$ cat src/wpic_pkg.sv
`timescale 1ns / 1ps
`default_nettype none

package wpic_pkg;

  // operation code of one input transfer
  typedef enum logic {
    OP_SAMPLE = 1'b0,
    OP_CLEAR  = 1'b1
  } op_e;

  // configuration register indexes (byte address = 4 * index)
  typedef enum logic [1:0] {
    REG_BAND_LOW  = 2'd0,
    REG_BAND_HIGH = 2'd1,
    REG_ITEM_THR  = 2'd2,
    REG_NONE      = 2'd3
  } reg_idx_e;

  localparam int unsigned DIST_W  = 10;
  localparam int unsigned THR_W   = 5;
  localparam int unsigned COUNT_W = 16;
  localparam int unsigned PEAK_W  = 5;
  localparam int unsigned CHAN_N  = 3;
  localparam int unsigned ADDR_W  = 4;
  localparam int unsigned DATA_W  = 32;

  localparam logic [DIST_W-1:0]  BAND_LOW_RST  = 10'd0;
  localparam logic [DIST_W-1:0]  BAND_HIGH_RST = 10'd1023;
  localparam logic [THR_W-1:0]   ITEM_THR_RST  = 5'd8;
  localparam logic [COUNT_W-1:0] COUNT_MAX     = 16'hFFFF;
  localparam logic [PEAK_W-1:0]  PEAK_OUT_MAX  = 5'd31;

  // request into the history memory
  typedef struct packed {
    logic              en;
    logic              wr;
    logic [CHAN_N-1:0] wdata;
  } hist_req_t;

  // response from the history memory, registered, in the cycle after the request
  typedef struct packed {
    logic [CHAN_N-1:0] old;
  } hist_rsp_t;

endpackage

`default_nettype wire

$ cat src/wpic_if.sv
`timescale 1ns / 1ps
`default_nettype none

interface wpic_in_if import wpic_pkg::*; ();
  logic              valid;
  logic              ready;
  op_e               op;
  logic [DIST_W-1:0] distance_a;
  logic [DIST_W-1:0] distance_b;
  logic [DIST_W-1:0] distance_c;

  modport source (output valid, output op, output distance_a, output distance_b,
                  output distance_c, input ready);
  modport sink (input valid, input op, input distance_a, input distance_b,
                input distance_c, output ready);
endinterface

interface wpic_out_if import wpic_pkg::*; ();
  logic               valid;
  logic               ready;
  logic [COUNT_W-1:0] item_count;
  logic [PEAK_W-1:0]  peak_window_sum;
  logic [CHAN_N-1:0]  present_bits;

  modport source (output valid, output item_count, output peak_window_sum,
                  output present_bits, input ready);
  modport sink (input valid, input item_count, input peak_window_sum,
                input present_bits, output ready);
endinterface

`default_nettype wire

$ cat src/wpic_hist.sv
`timescale 1ns / 1ps
`default_nettype none

module wpic_hist import wpic_pkg::*; #(
  parameter int unsigned WINDOW = 16
) (
  input  wire logic      clk_i,
  input  wire logic      rst_ni,
  input  wire hist_req_t req_i,
  output hist_rsp_t      rsp_o
);

  localparam int unsigned PTR_W = (WINDOW > 1) ? $clog2(WINDOW) : 1;
  localparam logic [PTR_W-1:0] PTR_LAST = PTR_W'(WINDOW - 1);

  logic [CHAN_N-1:0] mem [WINDOW];

  logic [PTR_W-1:0]  pos_q, pos_d;
  logic              wrapped_q, wrapped_d;
  logic [CHAN_N-1:0] rd_q;
  logic              rd_vld_q;

  always_comb begin
    pos_d     = pos_q;
    wrapped_d = wrapped_q;
    if (req_i.en && req_i.wr) begin
      if (pos_q == PTR_LAST) begin
        pos_d     = '0;
        wrapped_d = 1'b1;
      end else begin
        pos_d = pos_q + 1'b1;
      end
    end
  end

  always_ff @(posedge clk_i or negedge rst_ni) begin
    if (!rst_ni) begin
      pos_q     <= '0;
      wrapped_q <= 1'b0;
    end else begin
      pos_q     <= pos_d;
      wrapped_q <= wrapped_d;
    end
  end

  // read returns the entry as it was before this cycle's write
  always_ff @(posedge clk_i) begin
    if (req_i.en) begin
      rd_q     <= mem[pos_q];
      rd_vld_q <= wrapped_q;
      if (req_i.wr) begin
        mem[pos_q] <= req_i.wdata;
      end
    end
  end

  // entries not yet written on the first pass read as cleared
  assign rsp_o.old = rd_vld_q ? rd_q : '0;

endmodule

`default_nettype wire

$ cat src/windowed_presence_item_counter.sv
`timescale 1ns / 1ps
`default_nettype none

// windowed presence item counter
// in_i carries one transfer per item: op plus three distance samples.
// a sample op flags each distance inside [band_low, band_high], pushes the
// flags into a WINDOW deep history memory and updates three running sums
// (add new flag, drop the flag WINDOW samples old). the largest sum is the
// peak; a fall of the peak from at or above the count threshold to below
// it bumps the saturating item count. a clear op zeroes only the count.
// out_o returns one result transfer per input transfer, in order.
// three register stages (memory read, sum update, peak and count).
// throughput: one item per cycle, set by the single-port read-modify-write
// of the history memory. a stalled receiver holds the output register and
// freezes the whole pipeline; in_i.ready drops only while a result waits
// and out_o.ready is low. reset clears sums, peak, count and the history
// fill state; registers go to band 0..1023 and threshold 8. the apb port
// writes in the access phase, pready is always high, registers at byte
// 4 * index.
module windowed_presence_item_counter import wpic_pkg::*; #(
  parameter int unsigned WINDOW = 16
) (
  input  wire logic              clk_i,
  input  wire logic              rst_ni,
  wpic_in_if.sink                in_i,
  wpic_out_if.source             out_o,
  input  wire logic              psel,
  input  wire logic              penable,
  input  wire logic              pwrite,
  input  wire logic [ADDR_W-1:0] paddr,
  input  wire logic [DATA_W-1:0] pwdata,
  output logic      [DATA_W-1:0] prdata,
  output logic                   pready
);

  localparam int unsigned SUM_W = $clog2(WINDOW + 1);
  localparam int unsigned CMP_W = (SUM_W > THR_W) ? SUM_W : THR_W;

  // configuration registers
  logic [DIST_W-1:0] band_low_q;
  logic [DIST_W-1:0] band_high_q;
  logic [THR_W-1:0]  item_thr_q;
  reg_idx_e          reg_idx;
  logic              cfg_wr;

  assign pready  = 1'b1;
  assign reg_idx = reg_idx_e'(paddr[3:2]);
  assign cfg_wr  = psel && penable && pwrite;

  always_ff @(posedge clk_i or negedge rst_ni) begin
    if (!rst_ni) begin
      band_low_q  <= BAND_LOW_RST;
      band_high_q <= BAND_HIGH_RST;
      item_thr_q  <= ITEM_THR_RST;
    end else if (cfg_wr) begin
      case (reg_idx)
        REG_BAND_LOW:  band_low_q  <= pwdata[DIST_W-1:0];
        REG_BAND_HIGH: band_high_q <= pwdata[DIST_W-1:0];
        REG_ITEM_THR:  item_thr_q  <= pwdata[THR_W-1:0];
        default: ;
      endcase
    end
  end

  always_comb begin
    case (reg_idx)
      REG_BAND_LOW:  prdata = DATA_W'(band_low_q);
      REG_BAND_HIGH: prdata = DATA_W'(band_high_q);
      REG_ITEM_THR:  prdata = DATA_W'(item_thr_q);
      default:       prdata = '0;
    endcase
  end

  // pipeline advance: output register free or being drained
  logic out_vld_q;
  logic adv;
  logic acc;

  assign adv        = !out_vld_q || out_o.ready;
  assign in_i.ready = adv;
  assign acc        = in_i.valid && adv;

  // stage 0: band flags and history access
  logic [CHAN_N-1:0] flags;
  hist_req_t         hreq;
  hist_rsp_t         hrsp;

  assign flags[0] = (in_i.distance_a >= band_low_q) && (in_i.distance_a <= band_high_q);
  assign flags[1] = (in_i.distance_b >= band_low_q) && (in_i.distance_b <= band_high_q);
  assign flags[2] = (in_i.distance_c >= band_low_q) && (in_i.distance_c <= band_high_q);

  assign hreq.en    = acc;
  assign hreq.wr    = (in_i.op == OP_SAMPLE);
  assign hreq.wdata = flags;

  wpic_hist #(
    .WINDOW (WINDOW)
  ) u_hist (
    .clk_i  (clk_i),
    .rst_ni (rst_ni),
    .req_i  (hreq),
    .rsp_o  (hrsp)
  );

  // stage 1: running sums, old flags arrive from the memory here
  logic              s1_vld_q;
  op_e               s1_op_q;
  logic [CHAN_N-1:0] s1_bits_q;
  logic [SUM_W-1:0]  sum_q [CHAN_N];
  logic [SUM_W-1:0]  sum_d [CHAN_N];

  always_comb begin
    for (int c = 0; c < CHAN_N; c++) begin
      sum_d[c] = sum_q[c] + SUM_W'(s1_bits_q[c]) - SUM_W'(hrsp.old[c]);
    end
  end

  // stage 2: peak, falling crossing, item count
  logic              s2_vld_q;
  op_e               s2_op_q;
  logic [CHAN_N-1:0] s2_bits_q;
  logic [SUM_W-1:0]  prev_peak_q;
  logic [COUNT_W-1:0] count_q;
  logic [SUM_W-1:0]  peak_ab;
  logic [SUM_W-1:0]  peak;
  logic              fell;
  logic [SUM_W-1:0]  peak_res;
  logic [PEAK_W-1:0] peak_sat;

  assign peak_ab = (sum_q[1] > sum_q[0]) ? sum_q[1] : sum_q[0];
  assign peak    = (sum_q[2] > peak_ab) ? sum_q[2] : peak_ab;
  assign fell    = (CMP_W'(peak) < CMP_W'(item_thr_q)) &&
                   (CMP_W'(prev_peak_q) >= CMP_W'(item_thr_q));

  // clear op reports the kept peak of the last sample
  assign peak_res = (s2_op_q == OP_CLEAR) ? prev_peak_q : peak;
  assign peak_sat = (CMP_W'(peak_res) > CMP_W'(PEAK_OUT_MAX)) ? PEAK_OUT_MAX
                                                              : PEAK_W'(peak_res);

  // output register
  logic [COUNT_W-1:0] res_count_q;
  logic [PEAK_W-1:0]  res_peak_q;
  logic [CHAN_N-1:0]  res_bits_q;
  logic [COUNT_W-1:0] count_d;

  always_comb begin
    count_d = count_q;
    if (s2_op_q == OP_CLEAR) begin
      count_d = '0;
    end else if (fell && (count_q != COUNT_MAX)) begin
      count_d = count_q + 1'b1;
    end
  end

  always_ff @(posedge clk_i or negedge rst_ni) begin
    if (!rst_ni) begin
      s1_vld_q    <= 1'b0;
      s2_vld_q    <= 1'b0;
      out_vld_q   <= 1'b0;
      prev_peak_q <= '0;
      count_q     <= '0;
      for (int c = 0; c < CHAN_N; c++) begin
        sum_q[c] <= '0;
      end
    end else if (adv) begin
      s1_vld_q  <= in_i.valid;
      s2_vld_q  <= s1_vld_q;
      out_vld_q <= s2_vld_q;
      if (s1_vld_q && (s1_op_q == OP_SAMPLE)) begin
        for (int c = 0; c < CHAN_N; c++) begin
          sum_q[c] <= sum_d[c];
        end
      end
      if (s2_vld_q) begin
        count_q <= count_d;
        if (s2_op_q == OP_SAMPLE) begin
          prev_peak_q <= peak;
        end
      end
    end
  end

  // payload stages, no reset
  always_ff @(posedge clk_i) begin
    if (adv) begin
      s1_op_q     <= in_i.op;
      s1_bits_q   <= flags;
      s2_op_q     <= s1_op_q;
      s2_bits_q   <= s1_bits_q;
      res_count_q <= count_d;
      res_peak_q  <= peak_sat;
      res_bits_q  <= (s2_op_q == OP_CLEAR) ? '0 : s2_bits_q;
    end
  end

  assign out_o.valid           = out_vld_q;
  assign out_o.item_count      = res_count_q;
  assign out_o.peak_window_sum = res_peak_q;
  assign out_o.present_bits    = res_bits_q;

endmodule

`default_nettype wire

$ cat src/flat_wrapper.sv
// flat-port wrapper written by rule: the top's interface ports become plain ports
module windowed_presence_item_counter_flat import wpic_pkg::*;
#(
  parameter int unsigned WINDOW = 16
)
  (clk_i, rst_ni, psel, penable, pwrite, paddr, pwdata, prdata, pready, in_i_valid, in_i_op, in_i_distance_a, in_i_distance_b, in_i_distance_c, in_i_ready, out_o_valid, out_o_item_count, out_o_peak_window_sum, out_o_present_bits, out_o_ready);
  wpic_in_if in_i_i ();
  wpic_out_if out_o_i ();
  input  wire logic clk_i;
  input  wire logic rst_ni;
  input  wire logic psel;
  input  wire logic penable;
  input  wire logic pwrite;
  input  wire logic [ADDR_W-1:0] paddr;
  input  wire logic [DATA_W-1:0] pwdata;
  output logic      [DATA_W-1:0] prdata;
  output logic pready;
  input wire logic [$bits(in_i_i.valid)-1:0] in_i_valid;
  input wire logic [$bits(in_i_i.op)-1:0] in_i_op;
  input wire logic [$bits(in_i_i.distance_a)-1:0] in_i_distance_a;
  input wire logic [$bits(in_i_i.distance_b)-1:0] in_i_distance_b;
  input wire logic [$bits(in_i_i.distance_c)-1:0] in_i_distance_c;
  output wire logic [$bits(in_i_i.ready)-1:0] in_i_ready;
  output wire logic [$bits(out_o_i.valid)-1:0] out_o_valid;
  output wire logic [$bits(out_o_i.item_count)-1:0] out_o_item_count;
  output wire logic [$bits(out_o_i.peak_window_sum)-1:0] out_o_peak_window_sum;
  output wire logic [$bits(out_o_i.present_bits)-1:0] out_o_present_bits;
  input wire logic [$bits(out_o_i.ready)-1:0] out_o_ready;
  assign in_i_i.valid = in_i_valid;
  assign in_i_i.op = in_i_op;
  assign in_i_i.distance_a = in_i_distance_a;
  assign in_i_i.distance_b = in_i_distance_b;
  assign in_i_i.distance_c = in_i_distance_c;
  assign in_i_ready = in_i_i.ready;
  assign out_o_valid = out_o_i.valid;
  assign out_o_item_count = out_o_i.item_count;
  assign out_o_peak_window_sum = out_o_i.peak_window_sum;
  assign out_o_present_bits = out_o_i.present_bits;
  assign out_o_i.ready = out_o_ready;
  windowed_presence_item_counter #(.WINDOW(WINDOW)) u_core (.clk_i(clk_i), .rst_ni(rst_ni), .in_i(in_i_i), .out_o(out_o_i), .psel(psel), .penable(penable), .pwrite(pwrite), .paddr(paddr), .pwdata(pwdata), .prdata(prdata), .pready(pready));
endmodule
$ cat config.mk
export PLATFORM = sky130hd
export DESIGN_NAME = windowed_presence_item_counter_flat
export DESIGN_NICKNAME = d
export VERILOG_FILES = /design/src/wpic_pkg.sv /design/src/wpic_if.sv /design/src/wpic_hist.sv /design/src/windowed_presence_item_counter.sv /design/src/flat_wrapper.sv
export SDC_FILE = /design/constraint.sdc
export NUM_CORES = 1
export LEC_CHECK = 0
export BUFFER_PORTS_ARGS = -buffer_cell sky130_fd_sc_hd__buf_2
export CORE_UTILIZATION = 63
export DETAILED_ROUTE_END_ITERATION = 8
export PLACE_DENSITY_LB_ADDON = 0.25
export SYNTH_ARGS = -nofsm -noshare
export SYNTH_HDL_FRONTEND = slang
export SYNTH_HIERARCHICAL = 1
export SYNTH_SLANG_ARGS = --single-unit
$ cat constraint.sdc
create_clock -name clk_i -period 11.16 [get_ports clk_i]
set_input_delay 0.558 -clock clk_i [delete_from_list [all_inputs] [get_ports clk_i]]
set_output_delay 0.558 -clock clk_i [all_outputs]
set_load 0.02 [all_outputs]
==> flow_metrics.tcl <==
set metrics [dict create \
    die_h_microns 123 \
    critPathSlowestCell "nand2_1" \
    initial_utilization_pct 65.6 \
    yosys.area_share.simple_pct 12.3 \
    syn_to_final_growth_pct 11.6 \
    clock_path_buffers 2 \
    rrSetupSlack_ns 5.70 \
    synth_area_leaders "edfxtp_1 27%, dfrtp_1 16%, ha_1 13%" \
    ios 133 \
    synth_top_area_share_pct 27.2 \
    grt_overflow 0 \
    worstPathRequired_ns 11.34 \
    outcome "finished clean" \
    final_cell_mix "99 x ha_1, 85 x buf_2, 84 x edfxtp_1" \
    synth_top_family_by_area "adder cells" \
    vias_per_cell 6.00 \
    setup.worst_path.start_class "flop" \
    fin_nets 1097 \
    worstSkewPairLatency_ns 0.43 \
    grt_pass1_wl_microns 32300 \
    cts.clk_slew.worst_paths_ns 0.07 \
    final_common_cell "ha_1" \
    ys_types 63 \
    gp_congestion 0.896 \
    drc_errors 0 \
    tightest_slew_ns 1.01 \
    nFillCells 970 \
    rsz0062_at_grt "false" \
    wl_per_cell_microns 17.8 \
    synth-edff-count 84 \
    cts.repair.resized 0 \
    max_freq_ghz 0.183 \
    cp_max_fo 19 \
    total_leakage_power_uw 0.00464 \
    die_w_microns 123 \
    path_delay_family "compound AO/OA/AOI/OAI gates" \
    synthFlopType "edfxtp_1" \
    antenna_left 0 \
    synthMuxAreaShare_pct 8.38 \
    synthArstFlopShare_pct 45.1 \
    cts_tree "yes" \
    fin_setup_tns_ns 0 \
    slowest_delay_ns 0.47 \
    yosys.area.top_type "edfxtp_1" \
    hold_slack_ns 0.332 \
    grt_antenna_before_repair 0 \
    clkSinkCount 153 \
    clock_skew_ns 0.00901 \
    rows 43 \
    crit_buf_inv 1 \
    cts_made_buffers 17 \
    drive_gt1_share_pct 18.4 \
    worst_ep_arrival_time_ns 5.63 \
    htree_levels 4 \
    place_inst 1082 \
    hold_path.class "primary input to flop" \
    setup-violations-final 0 \
    multi_input_comb_area_sq_um 4540 \
    cts_setup_buffers 0 \
    regArea_sq_um 4260 \
    slew_viol_final 0 \
    finalHoldViolations 0 \
    dr.pass1.iters 5 \
    synth_seq_area_share_pct 45.9 \
    cts_hold_buf 0 \
    synth_area_sq_um 9280 \
    grt_max_degree 70 \
    cp-end-kind "flop" \
    min_period_ns 5.46 \
    synth_xor_xnor_area_share_pct 1.42 \
    synth_compound_area_share_pct 11.8 \
    crit_chain "inv_1 > ha_1 > nand2b_1 > a21oi_1 > o21ai_1 > a21oi_2 > mux2i_1 > ha_1 > nor2b_1 > o211ai_1 > nand3b_1 > nand2_1 > nor2_1 > a21oi_1 > ha_1 > a21o_1 > a31oi_1 > o31a_1 > a21bo_2 > nand2_1 > a311o_1 > nand2_1" \
    cap_violations 0 \
    core_area_sq_um 14100 \
    portBuffers 85 \
    grt_use_total_pct 27.8 \
    postSynthCellCount 837 \
    fin_crit_sh_pct 48.9 \
    yosysWarningCount 6 \
    synthAdderAreaFrac_pct 14.0 \
    instances_no_fill 1115 \
    syn_area_per_cell_sq_um 11.1 \
    dp_hpwl_microns 14000 \
    drt-initial-drc-count 498 \
    relSlewSlack_pct 32.7 \
    grt_pass1_vias 6767 \
    synth_seq_cells 153 \
    dr_total_vias 6686 \
    clockRootBuffer "clkbuf_16" \
    powerDensity_nw_per_um2 271 \
    path_class "flop to flop" \
    dieArea_sq_um 15200 \
    vdd_ir_drop_max_uv 154 \
    routed_wl_microns 19800 \
]
## path summary, 6_finish.rpt
kind,start,endpoint,cells after the start
min in group asynchronous,rst_ni,u_core/prev_peak_q[4]$_DFFE_PN0P_,2
hold reg to reg,u_core/u_hist/wrapped_q$_DFFE_PN0P_,u_core/u_hist/rd_vld_q$_DFFE_PP_,0
max in group asynchronous,rst_ni,u_core/count_q[15]$_DFFE_PN0P_,2
setup / recovery,u_core/sum_q[11]$_DFFE_PN0P_,u_core/out_o.item_count[4]$_DFFE_PN_,22
hold / removal,in_i_op,u_core/s1_op_q$_DFFE_PN_,1
setup reg to reg,u_core/sum_q[11]$_DFFE_PN0P_,u_core/out_o.item_count[4]$_DFFE_PN_,22
## stage by stage
step / util [%] / setup slack, ns / area [sq um] / power, uW
2_1_floorplan: - / 6.43 / 9360 / 1880
3_3_place_gp: 69.0 / 5.98 / 9760 / 2100
3_5_place_dp: 69.0 / 5.80 / 9760 / 2200
4_1_cts: 73.2 / 5.78 / 10400 / 2800
6_report: 73.2 / 5.70 / 10400 / 2800
5_1_grt: 73.2 / 5.26 / 10400 / 3000
## where the power goes
| part | switching, uW | internal [uW] |
|---|---|---|
| Clock | 247 | 329 |
| Sequential | 141 | 792 |
| Combinational | 771 | 522 |
## Yosys cell counts, types with 3 or more instances
| library cell | instances |
|---|---|
| buf_2 | 3 |
| nand2_1 | 68 |
| and2_1 | 22 |
| nor2_1 | 41 |
| a211o_1 | 6 |
| o211ai_1 | 8 |
| nor3b_1 | 3 |
| nand2b_1 | 8 |
| buf_4 | 23 |
| a211oi_1 | 6 |
| inv_1 | 69 |
| xnor2_1 | 7 |
| xor2_1 | 8 |
| o221ai_1 | 4 |
| o311ai_1 | 5 |
| mux4_1 | 12 |
| nand3_1 | 25 |
| nor3_1 | 8 |
| and3_1 | 12 |
| fa_1 | 3 |
| dfstp_2 | 11 |
| a21o_1 | 15 |
| or3_1 | 3 |
| edfxtp_1 | 84 |
| a311oi_1 | 3 |
| nand4_1 | 16 |
| o21ai_0 | 46 |
| nor2b_1 | 13 |
| a311o_1 | 3 |
| dfrtp_1 | 58 |
| o21a_1 | 10 |
| a22oi_1 | 3 |
| buf_6 | 3 |
| clkbuf_1 | 16 |
| mux2i_1 | 17 |
| a31oi_1 | 3 |
| a21oi_1 | 36 |
| ha_1 | 99 |
| mux2_2 | 26 |
## layout make-up
cell class	instances	share of cell area, %
clock buffers	19	4.37
clock inverters	13	1.39
inverters	70	2.54
well taps	180	2.17
flip-flops and latches	153	41.2
diodes	1	0.0242
multi-input cells	588	43.8
repair buffers	91	4.54
## flip-flops by register name (all words and copies together), names as in the netlist, 3 cells and up
register and count:
u_core/item_thr_q 5, u_core/out_o.present_bits 3, u_core/u_hist/rd_q 3, u_core/band_low_q 10, u_core/s2_bits_q 3, u_core/band_high_q 10
u_core/u_hist/mem 48, u_core/count_q 16, u_core/sum_q 15, u_core/s1_bits_q 3, u_core/out_o.peak_window_sum 5, u_core/out_o.item_count 16
u_core/u_hist/pos_q 4, u_core/prev_peak_q 5
## cells by family after synthesis
group                      Yosys count
xor gates and xnor gates            15
muxes                               55
and+or+nand+nor                    229
DFF                                153
AOI/OAI and AO/OA                  164
adders and majority gates          102
other                                2
buffers and inverters              117
## per-layer routing
layer / vias up / GRT usage, % / wire length [microns]
met2: 201 / 48.8 / 10100
li1: 3178 / - / -
met5: - / 0 / 0
met4: 0 / 8.58 / 319
met3: 28 / 5.72 / 918
met1: 3279 / 34.5 / 8490
No activity file was read; power rests on OpenSTA's default activity.
